<file path="src/bsd_pkg.sv">
// ----------------------------------------------------------------------------
// bsd_pkg - shared types and constants for the BOM sniffing text decoder
// Payload structs, queue entry format, byte-order-mark and UTF-8 lead codes.
// ----------------------------------------------------------------------------
package bsd_pkg;

   typedef struct packed {
      logic [7:0] data_byte;
      logic       last_byte;
   } req_payload_type;

   typedef struct packed {
      logic [15:0] code_unit;
      logic        unit_valid;
      logic        end_of_text;
      logic [1:0]  encoding;
      logic        truncated;
   } rsp_payload_type;

   // what the back end does with a queue entry
   typedef enum logic [1:0] {
      OP_UTF8,
      OP_UTF16,
      OP_END
   } op_kind_type;

   // stream form as fixed by the mark
   typedef enum logic [1:0] {
      MODE_UTF8,
      MODE_LE,
      MODE_BE
   } text_mode_type;

   typedef struct packed {
      op_kind_type   kind;
      text_mode_type mode;
      logic [7:0]    data;
   } op_type;

   typedef struct packed {
      logic full;
      logic empty;
   } queue_status_type;

   // reported encoding codes
   localparam logic [1:0] ENC_UTF8    = 2'd0;
   localparam logic [1:0] ENC_NATIVE  = 2'd1;
   localparam logic [1:0] ENC_SWAPPED = 2'd2;

   // ops one input byte can give: up to three replayed bytes plus end marker
   localparam int PLAN_SLOTS = 4;

   // byte-order marks
   localparam logic [7:0] BOM_FF = 8'hFF;
   localparam logic [7:0] BOM_FE = 8'hFE;
   localparam logic [7:0] BOM_EF = 8'hEF;
   localparam logic [7:0] BOM_BB = 8'hBB;
   localparam logic [7:0] BOM_BF = 8'hBF;

   // UTF-8 lead byte masks and patterns
   localparam logic [7:0] ASCII_MASK = 8'h80;
   localparam logic [7:0] LEAD2_MASK = 8'hE0;
   localparam logic [7:0] LEAD2_PAT  = 8'hC0;
   localparam logic [7:0] LEAD3_MASK = 8'hF0;
   localparam logic [7:0] LEAD3_PAT  = 8'hE0;
   localparam logic [7:0] LEAD4_MASK = 8'hF8;
   localparam logic [7:0] LEAD4_PAT  = 8'hF0;
   localparam logic [7:0] LEAD5_MASK = 8'hFC;
   localparam logic [7:0] LEAD5_PAT  = 8'hF8;
   localparam logic [7:0] LEAD6_MASK = 8'hFE;
   localparam logic [7:0] LEAD6_PAT  = 8'hFC;
   localparam logic [7:0] CONT_MASK  = 8'h3F;

   function automatic logic [1:0] encoding_of(text_mode_type mode, logic host_le);
      logic [1:0] enc;
      case (mode)
         MODE_LE: enc = host_le ? ENC_NATIVE : ENC_SWAPPED;
         MODE_BE: enc = host_le ? ENC_SWAPPED : ENC_NATIVE;
         default: enc = ENC_UTF8;
      endcase
      return enc;
   endfunction

endpackage

</file>
<file path="src/bsd_fifo.sv">
// ----------------------------------------------------------------------------
// bsd_fifo - short operation queue between front and back end
// First-word fall-through; push ignored when full, pop ignored when empty.
// ----------------------------------------------------------------------------
module bsd_fifo #(
   parameter int DEPTH = 4
) (
   input  logic                      clock,
   input  logic                      reset,
   input  logic                      push,
   input  bsd_pkg::op_type           push_op,
   input  logic                      pop,
   output bsd_pkg::op_type           head_op,
   output bsd_pkg::queue_status_type status
);

   localparam int PTR_W = $clog2(DEPTH);
   localparam int CNT_W = $clog2(DEPTH + 1);
   localparam logic [PTR_W-1:0] LAST_PTR = PTR_W'(DEPTH - 1);
   localparam logic [CNT_W-1:0] FULL_CNT = CNT_W'(DEPTH);

   bsd_pkg::op_type  mem_ff [DEPTH];
   logic [PTR_W-1:0] wr_ptr_ff, wr_ptr_in;
   logic [PTR_W-1:0] rd_ptr_ff, rd_ptr_in;
   logic [CNT_W-1:0] cnt_ff, cnt_in;
   logic             do_push, do_pop;

   assign status.full  = (cnt_ff == FULL_CNT);
   assign status.empty = (cnt_ff == '0);
   assign do_push = push && !status.full;
   assign do_pop  = pop && !status.empty;
   assign head_op = mem_ff[rd_ptr_ff];

   always_comb begin
      wr_ptr_in = wr_ptr_ff;
      rd_ptr_in = rd_ptr_ff;
      cnt_in    = cnt_ff;
      if (do_push) begin
         wr_ptr_in = (wr_ptr_ff == LAST_PTR) ? '0 : wr_ptr_ff + 1'b1;
      end
      if (do_pop) begin
         rd_ptr_in = (rd_ptr_ff == LAST_PTR) ? '0 : rd_ptr_ff + 1'b1;
      end
      case ({do_push, do_pop})
         2'b10:   cnt_in = cnt_ff + 1'b1;
         2'b01:   cnt_in = cnt_ff - 1'b1;
         default: cnt_in = cnt_ff;
      endcase
   end

   always_ff @(posedge clock) begin
      if (do_push) begin
         mem_ff[wr_ptr_ff] <= push_op;
      end
      if (reset) begin
         wr_ptr_ff <= '0;
         rd_ptr_ff <= '0;
         cnt_ff    <= '0;
      end else begin
         wr_ptr_ff <= wr_ptr_in;
         rd_ptr_ff <= rd_ptr_in;
         cnt_ff    <= cnt_in;
      end
   end

endmodule

</file>
<file path="src/bsd_front.sv">
// ----------------------------------------------------------------------------
// bsd_front - byte intake and mark sniffing
// Holds the opening bytes, picks the stream form and issues queue operations.
// ----------------------------------------------------------------------------
module bsd_front (
   input  logic                      clock,
   input  logic                      reset,
   input  logic                      req_valid,
   output logic                      req_stall,
   input  bsd_pkg::req_payload_type  req_payload,
   output logic                      q_push,
   output bsd_pkg::op_type           q_op,
   input  bsd_pkg::queue_status_type q_status
);

   typedef enum logic [1:0] {
      PH_SNIFF,
      PH_UTF8,
      PH_LE,
      PH_BE
   } phase_type;

   phase_type            phase_ff, phase_in;
   logic [1:0]           held_cnt_ff, held_cnt_in;
   logic [7:0]           held0_ff, held0_in;
   logic [7:0]           held1_ff, held1_in;
   bsd_pkg::op_type      plan_ff [bsd_pkg::PLAN_SLOTS];
   bsd_pkg::op_type      plan_in [bsd_pkg::PLAN_SLOTS];
   logic [2:0]           plan_cnt_ff, plan_cnt_in;

   logic                  accept, push_done;
   logic [7:0]            b;
   logic                  last;
   logic [1:0]            n_data;
   logic [7:0]            dat [bsd_pkg::PLAN_SLOTS];
   bsd_pkg::op_kind_type  data_kind;
   bsd_pkg::text_mode_type mode;

   assign b         = req_payload.data_byte;
   assign last      = req_payload.last_byte;
   assign push_done = (plan_cnt_ff != 3'd0) && !q_status.full;
   assign req_stall = !((plan_cnt_ff == 3'd0) || ((plan_cnt_ff == 3'd1) && !q_status.full));
   assign accept    = req_valid && !req_stall;
   assign q_push    = (plan_cnt_ff != 3'd0);
   assign q_op      = plan_ff[0];

   always_comb begin
      phase_in    = phase_ff;
      held_cnt_in = held_cnt_ff;
      held0_in    = held0_ff;
      held1_in    = held1_ff;
      n_data      = 2'd0;
      dat[0]      = b;
      dat[1]      = 8'h00;
      dat[2]      = 8'h00;
      dat[3]      = 8'h00;
      data_kind   = bsd_pkg::OP_UTF8;
      mode        = bsd_pkg::MODE_UTF8;

      case (phase_ff)
         PH_SNIFF: begin
            case (held_cnt_ff)
               2'd0: begin
                  held0_in    = b;
                  held_cnt_in = 2'd1;
                  if (last) begin
                     n_data = 2'd1;
                  end
               end
               2'd1: begin
                  if (held0_ff == bsd_pkg::BOM_FF && b == bsd_pkg::BOM_FE) begin
                     phase_in    = PH_LE;
                     held_cnt_in = 2'd0;
                     mode        = bsd_pkg::MODE_LE;
                  end else if (held0_ff == bsd_pkg::BOM_FE && b == bsd_pkg::BOM_FF) begin
                     phase_in    = PH_BE;
                     held_cnt_in = 2'd0;
                     mode        = bsd_pkg::MODE_BE;
                  end else if (!(held0_ff == bsd_pkg::BOM_EF && b == bsd_pkg::BOM_BB)
                               || last) begin
                     // not a mark: replay both bytes as UTF-8
                     n_data      = 2'd2;
                     dat[0]      = held0_ff;
                     dat[1]      = b;
                     phase_in    = PH_UTF8;
                     held_cnt_in = 2'd0;
                  end else begin
                     held1_in    = b;
                     held_cnt_in = 2'd2;
                  end
               end
               default: begin
                  phase_in    = PH_UTF8;
                  held_cnt_in = 2'd0;
                  if (b != bsd_pkg::BOM_BF) begin
                     n_data = 2'd3;
                     dat[0] = held0_ff;
                     dat[1] = held1_ff;
                     dat[2] = b;
                  end
               end
            endcase
         end
         PH_UTF8: begin
            n_data = 2'd1;
         end
         PH_LE: begin
            n_data    = 2'd1;
            data_kind = bsd_pkg::OP_UTF16;
            mode      = bsd_pkg::MODE_LE;
         end
         PH_BE: begin
            n_data    = 2'd1;
            data_kind = bsd_pkg::OP_UTF16;
            mode      = bsd_pkg::MODE_BE;
         end
         default: begin
            n_data = 2'd0;
         end
      endcase

      // end of buffer: start over with a fresh sniff
      if (last) begin
         phase_in    = PH_SNIFF;
         held_cnt_in = 2'd0;
      end

      if (accept) begin
         for (int i = 0; i < bsd_pkg::PLAN_SLOTS; i++) begin
            if (3'(i) < {1'b0, n_data}) begin
               plan_in[i].kind = data_kind;
               plan_in[i].data = dat[i];
            end else begin
               plan_in[i].kind = bsd_pkg::OP_END;
               plan_in[i].data = 8'h00;
            end
            plan_in[i].mode = mode;
         end
         plan_cnt_in = {1'b0, n_data} + {2'b00, last};
      end else if (push_done) begin
         for (int i = 0; i < bsd_pkg::PLAN_SLOTS - 1; i++) begin
            plan_in[i] = plan_ff[i+1];
         end
         plan_in[bsd_pkg::PLAN_SLOTS-1] = plan_ff[bsd_pkg::PLAN_SLOTS-1];
         plan_cnt_in = plan_cnt_ff - 3'd1;
      end else begin
         for (int i = 0; i < bsd_pkg::PLAN_SLOTS; i++) begin
            plan_in[i] = plan_ff[i];
         end
         plan_cnt_in = plan_cnt_ff;
      end
   end

   always_ff @(posedge clock) begin
      plan_ff <= plan_in;
      if (accept) begin
         held0_ff <= held0_in;
         held1_ff <= held1_in;
      end
      if (reset) begin
         phase_ff    <= PH_SNIFF;
         held_cnt_ff <= 2'd0;
         plan_cnt_ff <= 3'd0;
      end else begin
         if (accept) begin
            phase_ff    <= phase_in;
            held_cnt_ff <= held_cnt_in;
         end
         plan_cnt_ff <= plan_cnt_in;
      end
   end

endmodule

</file>
<file path="src/bsd_back.sv">
// ----------------------------------------------------------------------------
// bsd_back - UTF-8 decode and UTF-16 pairing
// Executes queued operations and drives the registered result channel.
// ----------------------------------------------------------------------------
module bsd_back (
   input  logic                      clock,
   input  logic                      reset,
   input  logic                      host_le,
   input  bsd_pkg::op_type           head_op,
   input  bsd_pkg::queue_status_type q_status,
   output logic                      q_pop,
   output logic                      rsp_valid,
   input  logic                      rsp_stall,
   output bsd_pkg::rsp_payload_type  rsp_payload
);

   logic [2:0]  rem_ff, rem_in;
   logic [15:0] acc_ff, acc_in;
   logic        stop_ff, stop_in;
   logic        pend_v_ff, pend_v_in;
   logic [7:0]  pend_ff, pend_in;
   logic        rsp_valid_ff;
   bsd_pkg::rsp_payload_type rsp_payload_ff, rsp_payload_in;

   logic        out_free, emit;
   logic [15:0] acc_sh;
   logic [7:0]  b;

   assign out_free  = !rsp_valid_ff || !rsp_stall;
   assign q_pop     = out_free && !q_status.empty;
   assign rsp_valid = rsp_valid_ff;
   assign rsp_payload = rsp_payload_ff;
   assign b      = head_op.data;
   assign acc_sh = {acc_ff[9:0], b[5:0]};

   always_comb begin
      rem_in    = rem_ff;
      acc_in    = acc_ff;
      stop_in   = stop_ff;
      pend_v_in = pend_v_ff;
      pend_in   = pend_ff;
      emit      = 1'b0;
      rsp_payload_in.code_unit   = 16'h0000;
      rsp_payload_in.unit_valid  = 1'b1;
      rsp_payload_in.end_of_text = 1'b0;
      rsp_payload_in.encoding    = bsd_pkg::encoding_of(head_op.mode, host_le);
      rsp_payload_in.truncated   = 1'b0;

      if (q_pop) begin
         case (head_op.kind)
            bsd_pkg::OP_UTF8: begin
               if (!stop_ff) begin
                  if (rem_ff != 3'd0) begin
                     acc_in = acc_sh;
                     rem_in = rem_ff - 3'd1;
                     if (rem_ff == 3'd1) begin
                        emit = 1'b1;
                        rsp_payload_in.code_unit = acc_sh;
                        if (acc_sh == 16'h0000) begin
                           stop_in = 1'b1;
                        end
                     end
                  end else if ((b & bsd_pkg::ASCII_MASK) == 8'h00) begin
                     emit = 1'b1;
                     rsp_payload_in.code_unit = {8'h00, b};
                     if (b == 8'h00) begin
                        stop_in = 1'b1;
                     end
                  end else if ((b & bsd_pkg::LEAD2_MASK) == bsd_pkg::LEAD2_PAT) begin
                     acc_in = {11'd0, b[4:0]};
                     rem_in = 3'd1;
                  end else if ((b & bsd_pkg::LEAD3_MASK) == bsd_pkg::LEAD3_PAT) begin
                     acc_in = {12'd0, b[3:0]};
                     rem_in = 3'd2;
                  end else if ((b & bsd_pkg::LEAD4_MASK) == bsd_pkg::LEAD4_PAT) begin
                     acc_in = {13'd0, b[2:0]};
                     rem_in = 3'd3;
                  end else if ((b & bsd_pkg::LEAD5_MASK) == bsd_pkg::LEAD5_PAT) begin
                     acc_in = {14'd0, b[1:0]};
                     rem_in = 3'd4;
                  end else if ((b & bsd_pkg::LEAD6_MASK) == bsd_pkg::LEAD6_PAT) begin
                     acc_in = {15'd0, b[0]};
                     rem_in = 3'd5;
                  end else begin
                     // stray continuation or FE/FF: zero unit, decoding stops
                     emit    = 1'b1;
                     stop_in = 1'b1;
                  end
               end
            end
            bsd_pkg::OP_UTF16: begin
               if (pend_v_ff) begin
                  emit      = 1'b1;
                  pend_v_in = 1'b0;
                  rsp_payload_in.code_unit = (head_op.mode == bsd_pkg::MODE_LE) ?
                                             {b, pend_ff} : {pend_ff, b};
               end else begin
                  pend_v_in = 1'b1;
                  pend_in   = b;
               end
            end
            bsd_pkg::OP_END: begin
               emit = 1'b1;
               rsp_payload_in.unit_valid  = 1'b0;
               rsp_payload_in.end_of_text = 1'b1;
               rsp_payload_in.truncated   = (head_op.mode == bsd_pkg::MODE_UTF8)
                                            && (rem_ff != 3'd0) && !stop_ff;
               rem_in    = 3'd0;
               acc_in    = 16'h0000;
               stop_in   = 1'b0;
               pend_v_in = 1'b0;
            end
            default: begin
               emit = 1'b0;
            end
         endcase
      end
   end

   always_ff @(posedge clock) begin
      acc_ff  <= acc_in;
      pend_ff <= pend_in;
      if (out_free) begin
         rsp_payload_ff <= rsp_payload_in;
      end
      if (reset) begin
         rem_ff       <= 3'd0;
         stop_ff      <= 1'b0;
         pend_v_ff    <= 1'b0;
         rsp_valid_ff <= 1'b0;
      end else begin
         rem_ff    <= rem_in;
         stop_ff   <= stop_in;
         pend_v_ff <= pend_v_in;
         if (out_free) begin
            rsp_valid_ff <= emit;
         end
      end
   end

endmodule

</file>
<file path="src/bom_sniffing_text_decoder.sv">
// ----------------------------------------------------------------------------
// bom_sniffing_text_decoder - byte stream to 16-bit code units
// Sniffs a byte-order mark, then decodes UTF-16 (either order) or UTF-8.
// ----------------------------------------------------------------------------
// Usage:
//  - req_* takes one text byte per transaction; last_byte closes the buffer.
//  - rsp_* gives code units, and one end-of-text transaction after the last
//    byte carrying the detected encoding and the truncation flag.
//  - csr_wr_en/csr_wr_data set host byte order (1 = little-endian); write
//    it only while the block is idle.
//  - Throughput: one byte per cycle while the operation plan register holds
//    no more than one pending op and the queue is not full; replayed opening
//    bytes and the end transaction drain from that register first.
//  - A result reaches rsp through the plan register, the queue and then
//    the result register.
//  - rsp_stall holds the result register; the queue of QUEUE_DEPTH ops
//    absorbs intake until full, then req_stall rises.
//  - Reset (synchronous): empty queue, sniffing, host order little-endian.
// ----------------------------------------------------------------------------
module bom_sniffing_text_decoder #(
   parameter int QUEUE_DEPTH = 4
) (
   input  logic                     clock,
   input  logic                     reset,
   input  logic                     req_valid,
   output logic                     req_stall,
   input  bsd_pkg::req_payload_type req_payload,
   output logic                     rsp_valid,
   input  logic                     rsp_stall,
   output bsd_pkg::rsp_payload_type rsp_payload,
   input  logic                     csr_wr_en,
   input  logic                     csr_wr_data
);

   logic                      host_le_ff;
   logic                      q_push, q_pop;
   bsd_pkg::op_type           q_op, head_op;
   bsd_pkg::queue_status_type q_status;

   // host byte order register
   always_ff @(posedge clock) begin
      if (reset) begin
         host_le_ff <= 1'b1;
      end else if (csr_wr_en) begin
         host_le_ff <= csr_wr_data;
      end
   end

   // front end: intake, mark sniffing, operation issue
   bsd_front u_front (
      .clock       (clock),
      .reset       (reset),
      .req_valid   (req_valid),
      .req_stall   (req_stall),
      .req_payload (req_payload),
      .q_push      (q_push),
      .q_op        (q_op),
      .q_status    (q_status)
   );

   // decoupling queue
   bsd_fifo #(
      .DEPTH (QUEUE_DEPTH)
   ) u_fifo (
      .clock   (clock),
      .reset   (reset),
      .push    (q_push),
      .push_op (q_op),
      .pop     (q_pop),
      .head_op (head_op),
      .status  (q_status)
   );

   // back end: decode and result register
   bsd_back u_back (
      .clock       (clock),
      .reset       (reset),
      .host_le     (host_le_ff),
      .head_op     (head_op),
      .q_status    (q_status),
      .q_pop       (q_pop),
      .rsp_valid   (rsp_valid),
      .rsp_stall   (rsp_stall),
      .rsp_payload (rsp_payload)
   );

endmodule

</file>
<file path="config.mk">
export PLATFORM = sky130hd
export DESIGN_NAME = bom_sniffing_text_decoder
export DESIGN_NICKNAME = d
export VERILOG_FILES = /design/src/bsd_pkg.sv /design/src/bsd_fifo.sv /design/src/bsd_front.sv /design/src/bsd_back.sv /design/src/bom_sniffing_text_decoder.sv
export SDC_FILE = /design/constraint.sdc
export NUM_CORES = 1
export LEC_CHECK = 0
export ABC_AREA = 1
export BUFFER_PORTS_ARGS = -buffer_cell sky130_fd_sc_hd__buf_2
export CAP_MARGIN = 20
export CORE_ASPECT_RATIO = 0.8
export CORE_MARGIN = 4
export CORE_UTILIZATION = 55
export DETAILED_ROUTE_END_ITERATION = 16
export PLACE_DENSITY = 0.73
export SLEW_MARGIN = 20
export SYNTH_ARGS = -nofsm -noshare
export SYNTH_HDL_FRONTEND = slang
export SYNTH_SLANG_ARGS = --single-unit
</file>
<file path="constraint.sdc">
create_clock -name clock -period 2.55 [get_ports clock]
set_input_delay 0.1275 -clock clock [delete_from_list [all_inputs] [get_ports clock]]
set_output_delay 0.1275 -clock clock [all_outputs]
set_load 0.05 [all_outputs]
</file>
==> results.json <==
{
  "wl_per_cell_um": 15.2,
  "avgViaCountPerCell": 5.42,
  "track_usage_pct": 20.5,
  "ant_nets": 0,
  "gr-total-overflow": 0,
  "gp_congestion": 0.945,
  "fillerInstances": 1061,
  "muxShareOfSynthArea_pct": 0,
  "start_kind": "register",
  "syn_nets": 811,
  "ys_seq_elements": 164,
  "grt_pass1_wl_um": 26000,
  "synth_top_area_cell": "edfxtp_1",
  "status": "complete, no violations",
  "initial_utilization_pct": 56.2,
  "multi_input_area_mm2": 0.00247,
  "timing.fmax_mhz": 422,
  "htreeDepth": 4,
  "end_kind": "register",
  "critical_path_class": "reg -> reg",
  "syn_to_final_growth_pct": 15.7,
  "switching_share_pct": 39.3,
  "switchingPower_mw": 4.75,
  "cts_tree": "built",
  "hold_depth": 2,
  "synthAdderAreaFrac_pct": 3.21,
  "routed_wl_um": 15700,
  "layout_common_cells": "211 x nand2_1, 141 x edfxtp_1, 89 x inv_1, 83 x nor2_1",
  "intPower_mw": 7.33,
  "finalCritPeriodShare_pct": 92.9,
  "ys_seq_area_share_pct": 61.4,
  "antenna_found_initial": 0,
  "layout-drive-gt1-share_pct": 14.1,
  "die_area_mm2": 0.0159,
  "p_leak_nw": 3.78,
  "ir_drop_uv": 875,
  "syn_area_mm2": 0.00765,
  "synth_area_leaders": "edfxtp_1 55%, nand2_1 10%, dfxtp_1 6.0%, inv_1 4.4%, nor2_1 4.1%",
  "clock_path_buffers": 2,
  "drtIter0Drc": 466,
  "grt_pass1_vias": 5409,
  "slew_viol_final": 0,
  "insertion_delay_ns": 0.43,
  "finalClockSkew_ns": 0.0124,
  "synthSimpleGateAreaFrac_pct": 20.3,
  "die_w_um": 140,
  "postSynthCellCount": 777,
  "synth_cell_type_count": 44,
  "drcViolationCount": 0,
  "fin_crit_ns": 2.37,
  "p_comb_share_pct": 38.4,
  "power_density_mw_per_mm2": 1370,
  "critical_path_arrival_ns": 2.55,
  "hold_class": "in -> reg",
  "die_y_um": 113,
  "dp_hpwl_um": 11100,
  "cp.required_ns": 2.73,
  "firstDrtPassIters": 7,
  "antenna_cells": 0,
  "io_pins": 38,
  "grt_max_degree": 35,
  "synth_top_family_by_area": "simple AND/OR/NAND/NOR gates",
  "synth-compound-area-share_pct": 8.12,
  "rr_worst_depth": 11,
  "avgSynthCellArea_um2": 9.84,
  "max-cap-violations": 0,
  "nets": 874,
  "post_cts_buffers": 0,
  "numCtsBuffers": 17,
  "core_mm2": 0.0136,
  "tns_ns": 0,
  "clk_pin_slew_ns": 0.06,
  "setup_viol": 0,
  "final_common_cell": "nand2_1",
  "portBuffers": 37,
  "regArea_mm2": 0.00469,
  "pwr-share-seq_pct": 38.9,
  "yosys.area.top_type_share_pct": 55.4,
  "synthXorXnorAreaFrac_pct": 0.344,
  "clockRootBuffer": "clkbuf_16",
  "rsz0062_at_grt": "no",
  "synth_warnings": 0,
  "row_count": 38,
  "vias": 5596,
  "hold_violations": 0,
  "totalPowerFinal_mw": 12.1,
  "power.share.clock_pct": 22.7,
  "cts.sinks": 164,
  "worst-path-max-fanout": 25
}
[critical path, stage by stage (launching register included)]
cell     delay (ns)
dfxtp_1        0.32
buf_12         0.16
inv_8          0.13
nand2_1        0.07
a32oi_1        0.36
inv_1          0.12
ha_1           0.21
buf_4          0.15
nand4_1        0.15
nand2_1        0.16
a32oi_1        0.21
nor2_1         0.06
[area by class of cell]
| class | count | share of cell area [%] |
|---|---|---|
| multi-input combinational | 498 | 28.0 |
| inverter | 93 | 4.03 |
| clock buffer | 19 | 4.89 |
| sequential | 164 | 53.1 |
| tap | 180 | 2.55 |
| clock inverter | 13 | 2.36 |
| timing repair buffer | 66 | 5.12 |
[timing repair]
item                                    CTS  global route
resized for setup                         0             5
hold endpoints to repair                 17             0
hold buffers                             10             0
endpoints found under the setup margin    0             9
[registers in the layout, indices dropped and copies added, names as in the netlist, named ones only]
| signal | count |
|---|---|
| u_front.q_op | 12 |
| u_back.pend_ff | 8 |
| host_le_ff | 1 |
| u_front.phase_ff | 2 |
| u_back.rsp_valid | 1 |
| u_back.pend_v_ff | 1 |
| u_front.held_cnt_ff | 2 |
| u_front.held1_ff | 8 |
| u_back.stop_ff | 1 |
| u_front.plan_ff | 26 |
| u_front.plan_cnt_ff | 3 |
| u_fifo.mem_ff | 48 |
| u_back.acc_ff | 10 |
| u_back.rem_ff | 3 |
| u_back.rsp_payload | 21 |
| u_fifo.wr_ptr_ff | 2 |
| u_front.held0_ff | 8 |
| u_fifo.rd_ptr_ff | 2 |
| u_fifo.cnt_ff | 3 |
[routing by layer]
metal,vias up,wire length (µm),track usage (%)
met5,-,0,0
met2,203,7480,33.1
li1,2726,-,-
met4,0,316,8.26
met3,29,1150,5.24
met1,2638,6770,27.0
[power by group through the flow]
| stage | Sequential [mW] | Clock [mW] | Combinational (mW) |
|---|---|---|---|
| floorplan | 5.08 | 0 | 3.01 |
| global placement | 4.71 | 0 | 4.44 |
| detailed placement | 4.75 | 0 | 4.57 |
| CTS | 4.70 | 2.78 | 4.61 |
| global route | 4.79 | 2.91 | 5.16 |
| finish | 4.70 | 2.74 | 4.64 |
[path summary, 6_finish.rpt]
path / to / startpoint / slack (ns)
hold / removal: u_front.phase_ff[1]$_SDFFE_PP0P_ / reset / 0.03
hold reg to reg: u_front.held_cnt_ff[0]$_SDFFE_PP0P_ / u_front.held_cnt_ff[0]$_SDFFE_PP0P_ / 0.49
setup reg to reg: u_back.rsp_payload[6]$_SDFFCE_PN0N_ / register / 0.18
setup / recovery: u_back.rsp_payload[6]$_SDFFCE_PN0N_ / register / 0.18
[logic make-up after synthesis]
group	after synthesis
other cells	1
xor+xnor	3
simple gates	371
flops	164
buf+inv	115
fa+ha+maj	19
compound gates	104
[cells in the mapped netlist (all sizes together)]
master	n
nand3	37
a32oi	6
inv	93
nand2	224
a31oi	2
or2	1
o22a	1
clkbuf	10
nand4	7
edfxtp	141
o21ai	41
a2bb2oi	3
nor4	4
buf	12
o22ai	2
dfxtp	23
a22oi	5
fa	1
a221oi	1
xnor2	2
and2	1
a211oi	3
ha	18
conb	1
o31ai	2
o211a	1
nor3	7
nor3b	1
a21oi	37
nor2	89
xor2	1
[through the flow]
| stage | instance area [µm²] | worst slack (ns) | hold slack (ns) | utilization, % | instances |
|---|---|---|---|---|---|
| 3_5_place_dp | 8090 | 0.117 | 0.343 | 59.5 | 991 |
| 5_1_grt | 8850 | 0.00644 | 0.0530 | 65.1 | 1033 |
| 6_report | 8850 | 0.180 | 0.0300 | 65.1 | 1033 |
| 2_1_floorplan | 7650 | 0.234 | 0.226 | - | 777 |
| 4_1_cts | 8830 | 0.0837 | 0.0274 | 64.9 | 1033 |
| 3_3_place_gp | 8090 | 0.204 | 0.332 | 59.5 | 991 |
Note: power is estimated with default switching activity, not from simulation.
